### config.mk
export PLATFORM = sky130hd
export DESIGN_NAME = array_bst_insert_preorder_unit
export DESIGN_NICKNAME = d
export VERILOG_FILES = /design/src/hw/rtl/abst_pkg.sv /design/src/hw/rtl/array_bst_insert_preorder_unit.sv
export SDC_FILE = /design/constraint.sdc
export NUM_CORES = 1
export LEC_CHECK = 0
export ABC_CLOCK_PERIOD_IN_PS = 4900
export BUFFER_PORTS_ARGS = -buffer_cell sky130_fd_sc_hd__buf_2
export CORE_MARGIN = 2
export CORE_UTILIZATION = 49
export DETAILED_ROUTE_END_ITERATION = 10
export GPL_ROUTABILITY_DRIVEN = 0
export GPL_TIMING_DRIVEN = 0
export HOLD_SLACK_MARGIN = 0.1
export PLACE_DENSITY = 0.73
export SETUP_SLACK_MARGIN = 0.15
export SLEW_MARGIN = 20
export SYNTH_ARGS = -nofsm -noshare
export SYNTH_HDL_FRONTEND = slang
export SYNTH_SLANG_ARGS = --single-unit
### constraint.sdc
create_clock -name i_clk -period 4.9 [get_ports i_clk]
set_input_delay 0 -clock i_clk [delete_from_list [all_inputs] [get_ports i_clk]]
set_output_delay 0 -clock i_clk [all_outputs]
set_load 0.01 [all_outputs]
### src/hw/rtl/abst_pkg.sv
// shared types and codes for the array binary search tree unit
`timescale 1ns / 1ps

package abst_pkg;

    // transaction kinds
    localparam logic [1:0] KIND_CLEAR    = 2'd0;
    localparam logic [1:0] KIND_INSERT   = 2'd1;
    localparam logic [1:0] KIND_PREORDER = 2'd2;

    // result status codes
    localparam logic [2:0] ST_INSERTED  = 3'd0;
    localparam logic [2:0] ST_DUPLICATE = 3'd1;
    localparam logic [2:0] ST_NOROOM    = 3'd2;
    localparam logic [2:0] ST_TRAVERSAL = 3'd3;
    localparam logic [2:0] ST_EMPTY     = 3'd4;
    localparam logic [2:0] ST_CLEARED   = 3'd5;

    localparam int SLOT_BITS = 5;
    localparam int KEY_PORT_BITS = 16;

    typedef enum logic [3:0] {
        S_CLR,
        S_CLR_RPT,
        S_IDLE,
        S_INS_RD,
        S_INS_CMP,
        S_PRE_KEY,
        S_PRE_RC,
        S_PRE_LC,
        S_PRE_EMIT,
        S_PRE_POP
    } t_state;

endpackage

### src/hw/rtl/array_bst_insert_preorder_unit.sv
// binary search tree in heap-layout memory: clear, insert and preorder readout
`timescale 1ns / 1ps
// insert reads and compares one node per tree level walked (S_INS_RD, S_INS_CMP) and reports
// no room when the walk runs off the end; preorder visits each stored key through S_PRE_KEY,
// S_PRE_RC, S_PRE_LC, S_PRE_EMIT and S_PRE_POP; clear sweeps every slot, then reports; one
// transaction at a time, each result stall holds the sequencer; the node memory with one
// registered read a cycle sets the pace; reset: synchronous active low, then a clearing pass
// over the node memory during which o_stall is high; the output register is emptied at reset

module array_bst_insert_preorder_unit #(
    parameter int SLOTS    = 32,
    parameter int KEY_BITS = 16
) (
    input  logic        i_clk,
    input  logic        i_rst_n,
    // input channel
    input  logic        i_valid,
    output logic        o_stall,
    input  logic [1:0]  i_kind,
    input  logic [15:0] i_key,
    // result channel
    output logic        o_valid,
    input  logic        i_stall,
    output logic [2:0]  o_status,
    output logic [15:0] o_key_out,
    output logic [4:0]  o_slot,
    output logic        o_last
);

    localparam int AW  = $clog2(SLOTS);     // node index bits
    localparam int ATW = AW + 2;            // child index can reach 2*SLOTS
    localparam int SPW = AW + 1;            // stack pointer holds SLOTS
    localparam int MW  = KEY_BITS + 1;      // node word: {valid, key}

    // node memory and index stack
    logic [MW-1:0] r_mem [SLOTS];
    logic [AW-1:0] r_stk [SLOTS];
    logic [MW-1:0] r_rdata;
    logic [AW-1:0] r_stk_rdata;

    // sequencer state
    abst_pkg::t_state r_state, n_state;
    logic [AW-1:0]       r_clr_addr, n_clr_addr;
    logic                r_clr_rpt, n_clr_rpt;
    logic [ATW-1:0]      r_at, n_at;
    logic [KEY_BITS-1:0] r_key, n_key;
    logic [AW-1:0]       r_cur, n_cur;
    logic [KEY_BITS-1:0] r_cur_key, n_cur_key;
    logic [SPW-1:0]      r_sp, n_sp;

    // output register
    logic                r_ov, n_ov;
    logic [2:0]          r_status, n_status;
    logic [15:0]         r_key_out, n_key_out;
    logic [4:0]          r_slot, n_slot;
    logic                r_last, n_last;

    // memory port controls
    logic                w_we;
    logic [AW-1:0]       w_wa;
    logic [MW-1:0]       w_wd;
    logic [AW-1:0]       w_ra;
    logic                w_swe;
    logic [AW-1:0]       w_swa;
    logic [AW-1:0]       w_swd;
    logic [AW-1:0]       w_sra;

    // helpers
    logic                in_acc;
    logic                out_free;
    logic [KEY_BITS-1:0] w_key_in;
    logic                w_rd_valid;
    logic [KEY_BITS-1:0] w_rd_key;
    logic [ATW-1:0]      w_at_child;
    logic [ATW-1:0]      w_right, w_left;
    logic                w_right_ok, w_left_ok;
    logic [AW-1:0]       w_right_idx, w_left_idx;
    logic [AW+4:0]       w_at_pad, w_cur_pad;

    assign in_acc   = i_valid && !o_stall;
    assign out_free = !r_ov || !i_stall;
    assign o_stall  = (r_state != abst_pkg::S_IDLE);

    // key taken as its low KEY_BITS bits
    assign w_key_in   = KEY_BITS'(i_key);
    assign w_rd_valid = r_rdata[MW-1];
    assign w_rd_key   = r_rdata[KEY_BITS-1:0];

    // walk step: smaller keys go left, larger go right
    assign w_at_child = {1'b0, r_at[AW-1:0], 1'b0}
                      + ((r_key < w_rd_key) ? ATW'(1) : ATW'(2));

    // children of the node being traversed
    assign w_right     = {1'b0, r_cur, 1'b0} + ATW'(2);
    assign w_left      = {1'b0, r_cur, 1'b0} + ATW'(1);
    assign w_right_ok  = (w_right < ATW'(SLOTS));
    assign w_left_ok   = (w_left < ATW'(SLOTS));
    assign w_right_idx = w_right_ok ? w_right[AW-1:0] : '0;
    assign w_left_idx  = w_left_ok ? w_left[AW-1:0] : '0;

    // slot field reports the index modulo 32
    assign w_at_pad  = (AW+5)'(r_at[AW-1:0]);
    assign w_cur_pad = (AW+5)'(r_cur);

    // node memory: one write, one registered read per cycle
    always_ff @(posedge i_clk) begin
        if (w_we) begin
            r_mem[w_wa] <= w_wd;
        end
        r_rdata <= r_mem[w_ra];
    end

    // index stack
    always_ff @(posedge i_clk) begin
        if (w_swe) begin
            r_stk[w_swa] <= w_swd;
        end
        r_stk_rdata <= r_stk[w_sra];
    end

    always_ff @(posedge i_clk) begin
        if (!i_rst_n) begin
            r_state    <= abst_pkg::S_CLR;
            r_clr_addr <= '0;
            r_clr_rpt  <= 1'b0;
            r_sp       <= '0;
            r_ov       <= 1'b0;
        end else begin
            r_state    <= n_state;
            r_clr_addr <= n_clr_addr;
            r_clr_rpt  <= n_clr_rpt;
            r_sp       <= n_sp;
            r_ov       <= n_ov;
        end
        r_at      <= n_at;
        r_key     <= n_key;
        r_cur     <= n_cur;
        r_cur_key <= n_cur_key;
        r_status  <= n_status;
        r_key_out <= n_key_out;
        r_slot    <= n_slot;
        r_last    <= n_last;
    end

    // sequencer: next state, memory controls and result emission
    always_comb begin
        n_state    = r_state;
        n_clr_addr = r_clr_addr;
        n_clr_rpt  = r_clr_rpt;
        n_at       = r_at;
        n_key      = r_key;
        n_cur      = r_cur;
        n_cur_key  = r_cur_key;
        n_sp       = r_sp;
        n_ov       = r_ov && i_stall;
        n_status   = r_status;
        n_key_out  = r_key_out;
        n_slot     = r_slot;
        n_last     = r_last;
        w_we       = 1'b0;
        w_wa       = '0;
        w_wd       = '0;
        w_ra       = '0;
        w_swe      = 1'b0;
        w_swa      = r_sp[AW-1:0];
        w_swd      = '0;
        w_sra      = '0;

        case (r_state)
            // sweep every node to empty
            abst_pkg::S_CLR: begin
                w_we       = 1'b1;
                w_wa       = r_clr_addr;
                w_wd       = '0;
                n_clr_addr = r_clr_addr + AW'(1);
                if (r_clr_addr == AW'(SLOTS - 1)) begin
                    n_clr_addr = '0;
                    n_state    = r_clr_rpt ? abst_pkg::S_CLR_RPT : abst_pkg::S_IDLE;
                end
            end
            abst_pkg::S_CLR_RPT: begin
                if (out_free) begin
                    n_ov      = 1'b1;
                    n_status  = abst_pkg::ST_CLEARED;
                    n_key_out = '0;
                    n_slot    = '0;
                    n_last    = 1'b1;
                    n_clr_rpt = 1'b0;
                    n_state   = abst_pkg::S_IDLE;
                end
            end
            abst_pkg::S_IDLE: begin
                if (in_acc) begin
                    case (i_kind)
                        abst_pkg::KIND_CLEAR: begin
                            n_clr_rpt = 1'b1;
                            n_state   = abst_pkg::S_CLR;
                        end
                        abst_pkg::KIND_INSERT: begin
                            n_at    = '0;
                            n_key   = w_key_in;
                            n_state = abst_pkg::S_INS_RD;
                        end
                        abst_pkg::KIND_PREORDER: begin
                            n_cur   = '0;
                            w_ra    = '0;
                            n_state = abst_pkg::S_PRE_KEY;
                        end
                        default: begin
                            n_state = abst_pkg::S_IDLE;
                        end
                    endcase
                end
            end
            // insert: fetch the node on the walk, or report no room past the end
            abst_pkg::S_INS_RD: begin
                if (r_at < ATW'(SLOTS)) begin
                    w_ra    = r_at[AW-1:0];
                    n_state = abst_pkg::S_INS_CMP;
                end else if (out_free) begin
                    n_ov      = 1'b1;
                    n_status  = abst_pkg::ST_NOROOM;
                    n_key_out = 16'(r_key);
                    n_slot    = '0;
                    n_last    = 1'b1;
                    n_state   = abst_pkg::S_IDLE;
                end
            end
            abst_pkg::S_INS_CMP: begin
                w_ra = r_at[AW-1:0];
                if (!w_rd_valid) begin
                    if (out_free) begin
                        w_we      = 1'b1;
                        w_wa      = r_at[AW-1:0];
                        w_wd      = {1'b1, r_key};
                        n_ov      = 1'b1;
                        n_status  = abst_pkg::ST_INSERTED;
                        n_key_out = 16'(r_key);
                        n_slot    = w_at_pad[4:0];
                        n_last    = 1'b1;
                        n_state   = abst_pkg::S_IDLE;
                    end
                end else if (r_key == w_rd_key) begin
                    if (out_free) begin
                        n_ov      = 1'b1;
                        n_status  = abst_pkg::ST_DUPLICATE;
                        n_key_out = 16'(r_key);
                        n_slot    = w_at_pad[4:0];
                        n_last    = 1'b1;
                        n_state   = abst_pkg::S_IDLE;
                    end
                end else begin
                    n_at    = w_at_child;
                    n_state = abst_pkg::S_INS_RD;
                end
            end
            // preorder: node word of r_cur is in r_rdata
            abst_pkg::S_PRE_KEY: begin
                if (!w_rd_valid) begin
                    // only the root can be empty here
                    w_ra = r_cur;
                    if (out_free) begin
                        n_ov      = 1'b1;
                        n_status  = abst_pkg::ST_EMPTY;
                        n_key_out = '0;
                        n_slot    = '0;
                        n_last    = 1'b1;
                        n_state   = abst_pkg::S_IDLE;
                    end
                end else begin
                    n_cur_key = w_rd_key;
                    w_ra      = w_right_idx;
                    n_state   = abst_pkg::S_PRE_RC;
                end
            end
            // push right child first so the left one pops first
            abst_pkg::S_PRE_RC: begin
                if (w_right_ok && w_rd_valid && (r_sp < SPW'(SLOTS))) begin
                    w_swe = 1'b1;
                    w_swd = w_right_idx;
                    n_sp  = r_sp + SPW'(1);
                end
                w_ra    = w_left_idx;
                n_state = abst_pkg::S_PRE_LC;
            end
            abst_pkg::S_PRE_LC: begin
                if (w_left_ok && w_rd_valid && (r_sp < SPW'(SLOTS))) begin
                    w_swe = 1'b1;
                    w_swd = w_left_idx;
                    n_sp  = r_sp + SPW'(1);
                end
                n_state = abst_pkg::S_PRE_EMIT;
            end
            // emit the node; it is last when nothing is left to visit
            abst_pkg::S_PRE_EMIT: begin
                w_sra = r_sp[AW-1:0] - AW'(1);
                if (out_free) begin
                    n_ov      = 1'b1;
                    n_status  = abst_pkg::ST_TRAVERSAL;
                    n_key_out = 16'(r_cur_key);
                    n_slot    = w_cur_pad[4:0];
                    n_last    = (r_sp == '0);
                    if (r_sp == '0) begin
                        n_state = abst_pkg::S_IDLE;
                    end else begin
                        n_sp    = r_sp - SPW'(1);
                        n_state = abst_pkg::S_PRE_POP;
                    end
                end
            end
            abst_pkg::S_PRE_POP: begin
                n_cur   = r_stk_rdata;
                w_ra    = r_stk_rdata;
                n_state = abst_pkg::S_PRE_KEY;
            end
            default: begin
                n_state = abst_pkg::S_IDLE;
            end
        endcase
    end

    assign o_valid   = r_ov;
    assign o_status  = r_status;
    assign o_key_out = r_key_out;
    assign o_slot    = r_slot;
    assign o_last    = r_last;

    // a clear transaction always runs a sweep, so the input side is held off next cycle
    a_clear_busy: assert property (@(posedge i_clk) disable iff (!i_rst_n)
        (in_acc && (i_kind == abst_pkg::KIND_CLEAR)) |=> o_stall)
        else $error("clear accepted without a sweep");

    // stack depth never passes the node count
    a_sp_bound: assert property (@(posedge i_clk) disable iff (!i_rst_n)
        r_sp <= SPW'(SLOTS))
        else $error("index stack overflow");

    // every traversal leaves the stack empty
    a_idle_sp: assert property (@(posedge i_clk) disable iff (!i_rst_n)
        (r_state == abst_pkg::S_IDLE) |-> (r_sp == '0))
        else $error("stack not empty when idle");

    // insert results are single and therefore last
    a_insert_last: assert property (@(posedge i_clk) disable iff (!i_rst_n)
        (o_valid && (o_status == abst_pkg::ST_INSERTED
                     || o_status == abst_pkg::ST_DUPLICATE
                     || o_status == abst_pkg::ST_NOROOM)) |-> o_last)
        else $error("insert result not flagged last");

endmodule
==> metrics.txt, run 1 <==
clk buf depth 3; max frequency about 0.22 GHz; largest net degree at the start of global routing 38; Synth area leaders edfxtp_1 69%, nand2_1 6.9%, nand3_1 3.1%; layout overhead on the synthesized area 15.1%; Yosys top cell area share 69.1%; width of the die 266 um; worst r2r dst r_rdata[1]; cell family with most CP delay simple AND/OR/NAND/NOR gates; Levels on crit path 10; Most common cell on crit path nand3_1; first-pass GRT wire length 141 mm; TNS Setup 0 ns; CP max FO 10; RSZ-0062 raised after global routing false; number of DRC markers in iteration 0 3711; most frequent cells after synthesis 773 x edfxtp_1, 619 x nand2_1, 211 x nand3_1, 135 x nor2_1, 113 x a21oi_1; Tmin final 4.57 ns; sequential-to-total area share from yosys stat 71.4%; hold crit path type input pin to register; clk_lat worst skew around 0.65 ns; predominant post-synthesis flop cell edfxtp_1; Worst-Margin Slew 1.25 ns; core footprint 67500 um2; synthesized instance count about 2700; CP Class register to register; aggregate global routing overflow 0; Synth Area per Inst 12.7 um2; FP Rows between 90 and 100; area leader, netlist edfxtp_1; DIE HEIGHT 266 um; PwrDens 359 nW/um2; CP cell instances buf_2, and2b_1, nand3_1, nor2_1, a221oi_2, nand3_1, clkbuf_1, a21oi_1, nor3_1, nor4bb_1; number of max-cap violations 0; Mapped Area ~34000 um2; share of layout cells above drive strength 1 12.0%; port bufs 48; final WL 96.0 mm; Crit. End Element register; Layout Nets just under 3000; DRT antenna net count 0; clk_skew 0.0538 ns; clk sink count 812; Final WS setup 0.334 ns; die area 70700 um2; drt wl/cell around 25 um; drt drc 0; number of global-route vias before repair approximately 23000; run status finished clean; final max-slew violation count 0; io pins 49; # fillers approximately 5000; Max stage delay cell, worst path nor4bb_1; Rel. slew slack 15.6%; syn nets 2708; H-tree levels 3; CP required approximately 5.3 ns; EDFF count, synth between 700 and 800; HPWL after DPL approximately 64 mm; R2R Setup Slk 0.33 ns; Worst Reg-to-Reg Cells 10; count of cell types in the netlist 83; synth warn 0; top-count cell post-synth edfxtp_1; CP endpoint r_rdata[1]; WP buf/inv 2; CTS resizes 0; Vias 23751; crit start category register; worst IR drop on VDD 0.258 mV; initial antenna violation count 2; Final Cycle Share 93.2%; crit-path max cell delay 1.08 ns; Hold WS 0.274 ns; GRT Overall Usage 26.9%; leakage 0.0135 uW; count of state elements after synthesis 812; Arr. time, crit path 4.97 ns; CTS buffer count 80; TritonCTS clock tree yes; dpl ws 0.573 ns; 1st-pass router iterations 6; Hold Vio Cnt, Final 0; FF-to-FF Start r_state[0]; worst setup path startpoint r_state[0]; starting density of the core between 40% and 50%; CTS clk-pin slew, worst paths approximately 0.06 ns; post-DR vias/cell 6.26; asr flop ratio synth 0%; root buffer cell clkbuf_16; endpoints failing setup 0
## layout make-up
class	instances	area (um2)	area share (%)
diodes	2	5.00	0.0129
clock inverters	41	372	0.961
inverters	32	120	0.311
clock buffers	105	2170	5.60
repair buffers	123	1150	2.98
plain buffers	165	744	1.93
multi-input cells	1643	9020	23.3
flip-flops and latches	812	24000	62.1
well taps	873	1090	2.83
## logic make-up after synthesis
| group | count (synthesis) | synth area share [%] |
|---|---|---|
| simple gates | 1189 | 15.9 |
| flops | 812 | 71.4 |
| compound gates | 385 | 7.80 |
| buf+inv | 197 | 2.57 |
| fa+ha+maj | 34 | 1.29 |
| mux | 22 | 0.663 |
| xor+xnor | 13 | 0.339 |
## stage by stage
step                      area (um2)  total power, uW  util [%]  std cells
after detailed placement       35700             7970      52.9       3608
after CTS                      38600            13900      57.2       3794
final                          38700            13900      57.3       3796
after global routing           38700            14200      57.3       3794
after global placement         34900             7930      51.7       3573
after floorplan                33600             7840         -       2652
## state kept, by name (all words and copies together) (netlist names)
name,flops
r_state,4
r_key,16
o_status,3
r_cur,5
r_rdata,17
o_slot,5
r_stk,160
o_valid,1
r_stk_rdata,5
r_mem,544
r_sp,6
r_clr_addr,5
r_clr_rpt,1
o_last,1
r_cur_key,16
r_at,7
o_key_out,16
## cell usage in the layout (no fill, tap or decap), types with 8 or more instances in the layout
cell,Yosys,layout
nor3_1,43,41
and2_2,0,12
and3_1,53,53
nand2b_1,8,8
buf_1,18,18
nor2b_1,9,9
nor2_2,0,9
a211oi_1,19,18
buf_2,74,129
clkinv_1,1,18
o311ai_0,11,11
dfxtp_1,39,39
a221o_1,8,8
o211ai_1,24,24
edfxtp_1,773,773
mux2i_1,20,20
a21oi_1,113,112
a31oi_1,35,35
o21ai_0,43,42
or3_1,24,24
clkinv_2,0,15
nand2_1,619,619
nor4_1,12,10
nor2_4,0,23
clkbuf_16,0,81
clkbuf_1,65,83
buf_6,1,9
inv_1,30,30
and2_1,26,14
buf_4,6,10
ha_1,33,33
dlygate4sd3_1,0,40
nor2_1,135,103
a311oi_1,25,25
a22o_1,19,18
nand3_1,211,211
o22ai_1,14,14
xnor2_1,9,9
## worst min path at each step
stage               from        to  slack [ns]  cells past startpoint
2_1_floorplan   i_key[0]  r_key[0]         0.1                      0
3_3_place_gp    i_key[0]  r_key[0]        0.18                      1
3_5_place_dp    i_key[2]  r_key[2]        0.18                      1
4_1_cts        i_kind[0]  r_cur[3]        0.24                      5
5_1_grt        i_kind[0]  r_cur[3]        0.35                      5
6_report       i_kind[0]  r_cur[3]        0.27                      5
## metal layers
layer	global-route usage, %	vias up	routed length (um)
met3	5.33	349	10600
met1	34.9	11458	35200
met4	15.9	2	6480
li1	-	10224	-
met5	0	-	12
met2	42.4	1718	43800
## power by group
group | switching [uW] | total (uW) | internal (uW)
combinational | 164 | 267 | 103
clock | 2620 | 6010 | 3390
sequential | 30.3 | 7590 | 7560
total | 2820 | 13900 | 11100
## worst register-to-register path, cell delays in order (launching register included)
cell and delay (ns):
dfxtp_1 0.44, buf_2 0.29, and2b_1 0.23, nand3_1 0.15
nor2_1 0.40, a221oi_2 0.28, nand3_1 0.29, clkbuf_1 0.68
a21oi_1 0.13, nor3_1 0.36, nor4bb_1 1.09
## repair_timing
action / in CTS / in global routing
hold endpoints to repair: 36 / 0
buffers inserted: 0 / 0
hold buffers: 40 / 0
Note: power is estimated with default switching activity, not from simulation.
==> run 2: changes to the inputs <==
--- a/config.mk
+++ b/config.mk
@@ -5,15 +5,16 @@
 export SDC_FILE = /design/constraint.sdc
 export NUM_CORES = 1
 export LEC_CHECK = 0
+export ABC_AREA = 1
 export ABC_CLOCK_PERIOD_IN_PS = 4900
-export BUFFER_PORTS_ARGS = -buffer_cell sky130_fd_sc_hd__buf_2
+export BUFFER_PORTS_ARGS = -buffer_cell sky130_fd_sc_hd__buf_4
 export CORE_MARGIN = 2
-export CORE_UTILIZATION = 49
+export CORE_UTILIZATION = 30
 export DETAILED_ROUTE_END_ITERATION = 10
 export GPL_ROUTABILITY_DRIVEN = 0
 export GPL_TIMING_DRIVEN = 0
 export HOLD_SLACK_MARGIN = 0.1
-export PLACE_DENSITY = 0.73
+export PLACE_DENSITY = 0.52
 export SETUP_SLACK_MARGIN = 0.15
 export SLEW_MARGIN = 20
 export SYNTH_ARGS = -nofsm -noshare
==> run 2 against run 1 <==
Critical path type unchanged. Design area rose by 6.0%. Cell count rose by 27%. Non-clock buffer count rose by 10. Sequential power about the same. Critical path depth down 1. Clock power up 11%.
==> metrics.txt, run 2 <==
met3 usage 3.84%; Arr. time, crit path 4.60 ns; run status finished clean; endpoints failing setup 0; grt met2 use between 30% and 40%; GRT Overall Usage 19.5%; number of DRC markers in iteration 0 3169; CP cell instances nor2_1, nand2_4, nor2_1, nand2_1, clkbuf_1, o22ai_1, nand3_1, nor2_2, buf_8; Mapped Area approximately 34000 um2; most frequent cells after synthesis 773 x edfxtp_1, 711 x nand3_1, 703 x nand2_1, 171 x inv_1, 150 x nor2_1; # fillers 11174; first-pass GRT wire length 165 mm; 1st-pass router iterations 6; port bufs 48; count of state elements after synthesis around 810; Synth Area in XOR/XNOR less than 1%; starting density of the core 30.2%; DRT antenna net count 0; Tmin final 4.23 ns; share of layout cells above drive strength 1 10.8%; largest net degree at the start of global routing 34; HPWL after DPL 82.9 mm; Synth area leaders edfxtp_1 68%, nand3_1 10%, nand2_1 7.7%; H-tree levels 3; number of global-route vias before repair 23210; max FFs per register 544; hold crit path type input pin to register; drt wl/cell 23.9 um; final WL approximately 120 mm; most common cell after layout, fill and taps aside edfxtp_1; drt drc 0; number of max-cap violations 0; Biggest register r_mem; width of the die 342 um; syn nets 3089; Layout Nets 3307; fin cells 4832; Vias 24577; Yosys top cell area share 67.6%; predominant post-synthesis flop cell edfxtp_1; most frequent cells in the layout 773 x edfxtp_1, 711 x nand3_1, 703 x nand2_1; PwrDens 355 nW/um2; Area after DPL 37700 um2; CP max FO 10; Most common cell on crit path nor2_1; count of cell types in the netlist 38; dpl ws 0.742 ns; RSZ-0062 raised after global routing false; area leader, netlist edfxtp_1; final max-slew violation count 0; DIE HEIGHT 342 um; multi-input logic area 9280 um2; FP Rows between 100 and 150; mux cell area share after synthesis 0%; Storage cell area 24000 um2; Crit. End Element register; post-synthesis adder-cell area fraction between 1 and 1.5%; TritonCTS clock tree yes; io pins 49; met1 usage a little over a quarter; Rel. slew slack 36.4%; clk_lat worst skew 0.66 ns; biggest regs r_mem: 544 flops, r_stk: 160 flops, r_rdata: 17 flops; fin area just over 40000 um2; worst setup path startpoint r_state[0]; CTS buffer count 86; largest family of logic cells by synthesized area simple AND/OR/NAND/NOR gates; Synth Area per Inst about 11 um2; crit-path max cell delay 0.86 ns; EDFF count, synth 773; asr flop ratio synth 0%; synthesized instance count 3033; leakage 0.0149 uW; post-synthesis compound-gate area fraction ~2.7%; clk sink count 812; die area 117000 um2; min-delay src i_rst_n; CP required 5.27 ns; aggregate global routing overflow 0; top-count cell post-synth edfxtp_1; post-DR vias/cell between 5 and 6; CTS clk-pin slew, worst paths 0.06 ns; Worst-Margin Slew ~0.95 ns; root buffer cell clkbuf_16; core footprint 114000 um2; GRT busiest layer met2; layout overhead on the synthesized area 19.3%; max frequency around 0.24 GHz; crit start category register; worst IR drop on VDD roughly 0.31 mV; final core occ 36.0%; Simple-Gate Fraction of Synth Area a little over a fifth; Hold Vio Cnt, Final 0; placed cells about 4600; Max stage delay cell, worst path o22ai_1; FF-to-FF Start r_state[0]; CP Class register to register; Final WS setup ~0.67 ns; clk buf depth 3; Final Cycle Share 86.3%; clk_skew 0.0211 ns; initial antenna violation count 1; sequential-to-total area share from yosys stat 69.9%; synth warn 0; total power 14500 uW
[run 2: cell types whose count changed after synthesis, sizes merged, moves of 28 or more]
cell,delta
nor3,-32
and3,-53
and2,-28
nand3b,+62
a21oi,-69
nand2,+87
inv,+145
o22ai,+35
a31oi,-34
nand3,+500
[run 2: power breakdown]
part / total (uW) / leakage [uW] / internal [uW] / switching (uW)
Sequential: 7580 / 0.00763 / 7560 / 23.1
Clock: 6700 / 0.00140 / 3970 / 2730
Combinational: 258 / 0.00584 / 89.3 / 169
[run 2: final timing paths]
| check | to | slack, ns | depth (start not counted) |
|---|---|---|---|
| min reg2reg | r_cur_key[13] | 0.43 | 0 |
| max reg2reg | r_mem[22][14] | 0.67 | 9 |
| max | r_mem[22][14] | 0.67 | 9 |
| min | r_sp[0] | 0.27 | 4 |
[run 2: critical path, delay by kind of cell, from the launching register on]
kind / cells / cell delay, ns
AO/OA/AOI/OAI: 1 / 0.86
flip-flops: 1 / 0.35
AND/OR/NAND/NOR: 6 / 2.06
buffers and inverters: 2 / 0.66
[run 2: final cells by class]
cell class	instances	share of cell area, %
sequential	812	58.6
buffer	168	1.80
multi-input combinational	1873	22.6
clock buffer	108	5.73
antenna	2	0.0122
inverter	180	1.65
tap	1512	4.62
timing repair buffer	130	3.70
clock inverter	47	1.28
[run 2: through the flow]
| stage | hold WS, ns | TNS [ns] |
|---|---|---|
| after global routing | 0.261 | 0 |
| final | 0.274 | 0 |
| after detailed placement | 0.180 | 0 |
| after global placement | 0.178 | -218.02 |
| after CTS | 0.242 | 0 |
| after floorplan | 0.0989 | 0 |
[run 2: what timing repair did]
| action | in CTS | in global routing |
|---|---|---|
| setup buffers | 0 | 0 |
| hold endpoints to repair | 62 | 0 |
| hold buffers | 41 | 0 |
| gates resized for setup | 0 | 0 |
[run 2: per-layer routing]
layer	routed length [um]	share of wire, %	up-vias
met5	0	0	-
met4	4840	4.2	0
met3	9530	8.3	220
met2	52200	45	1092
met1	48800	42	12085
li1	-	-	11180
[run 2: cells by family (layout without fill, tap and decap cells)]
group,Yosys count,in the layout
simple gates,1671,1671
flops,812,812
buf+inv,348,633
compound gates,162,162
fa+ha+maj,34,34
xor+xnor,6,6
other cells,0,2
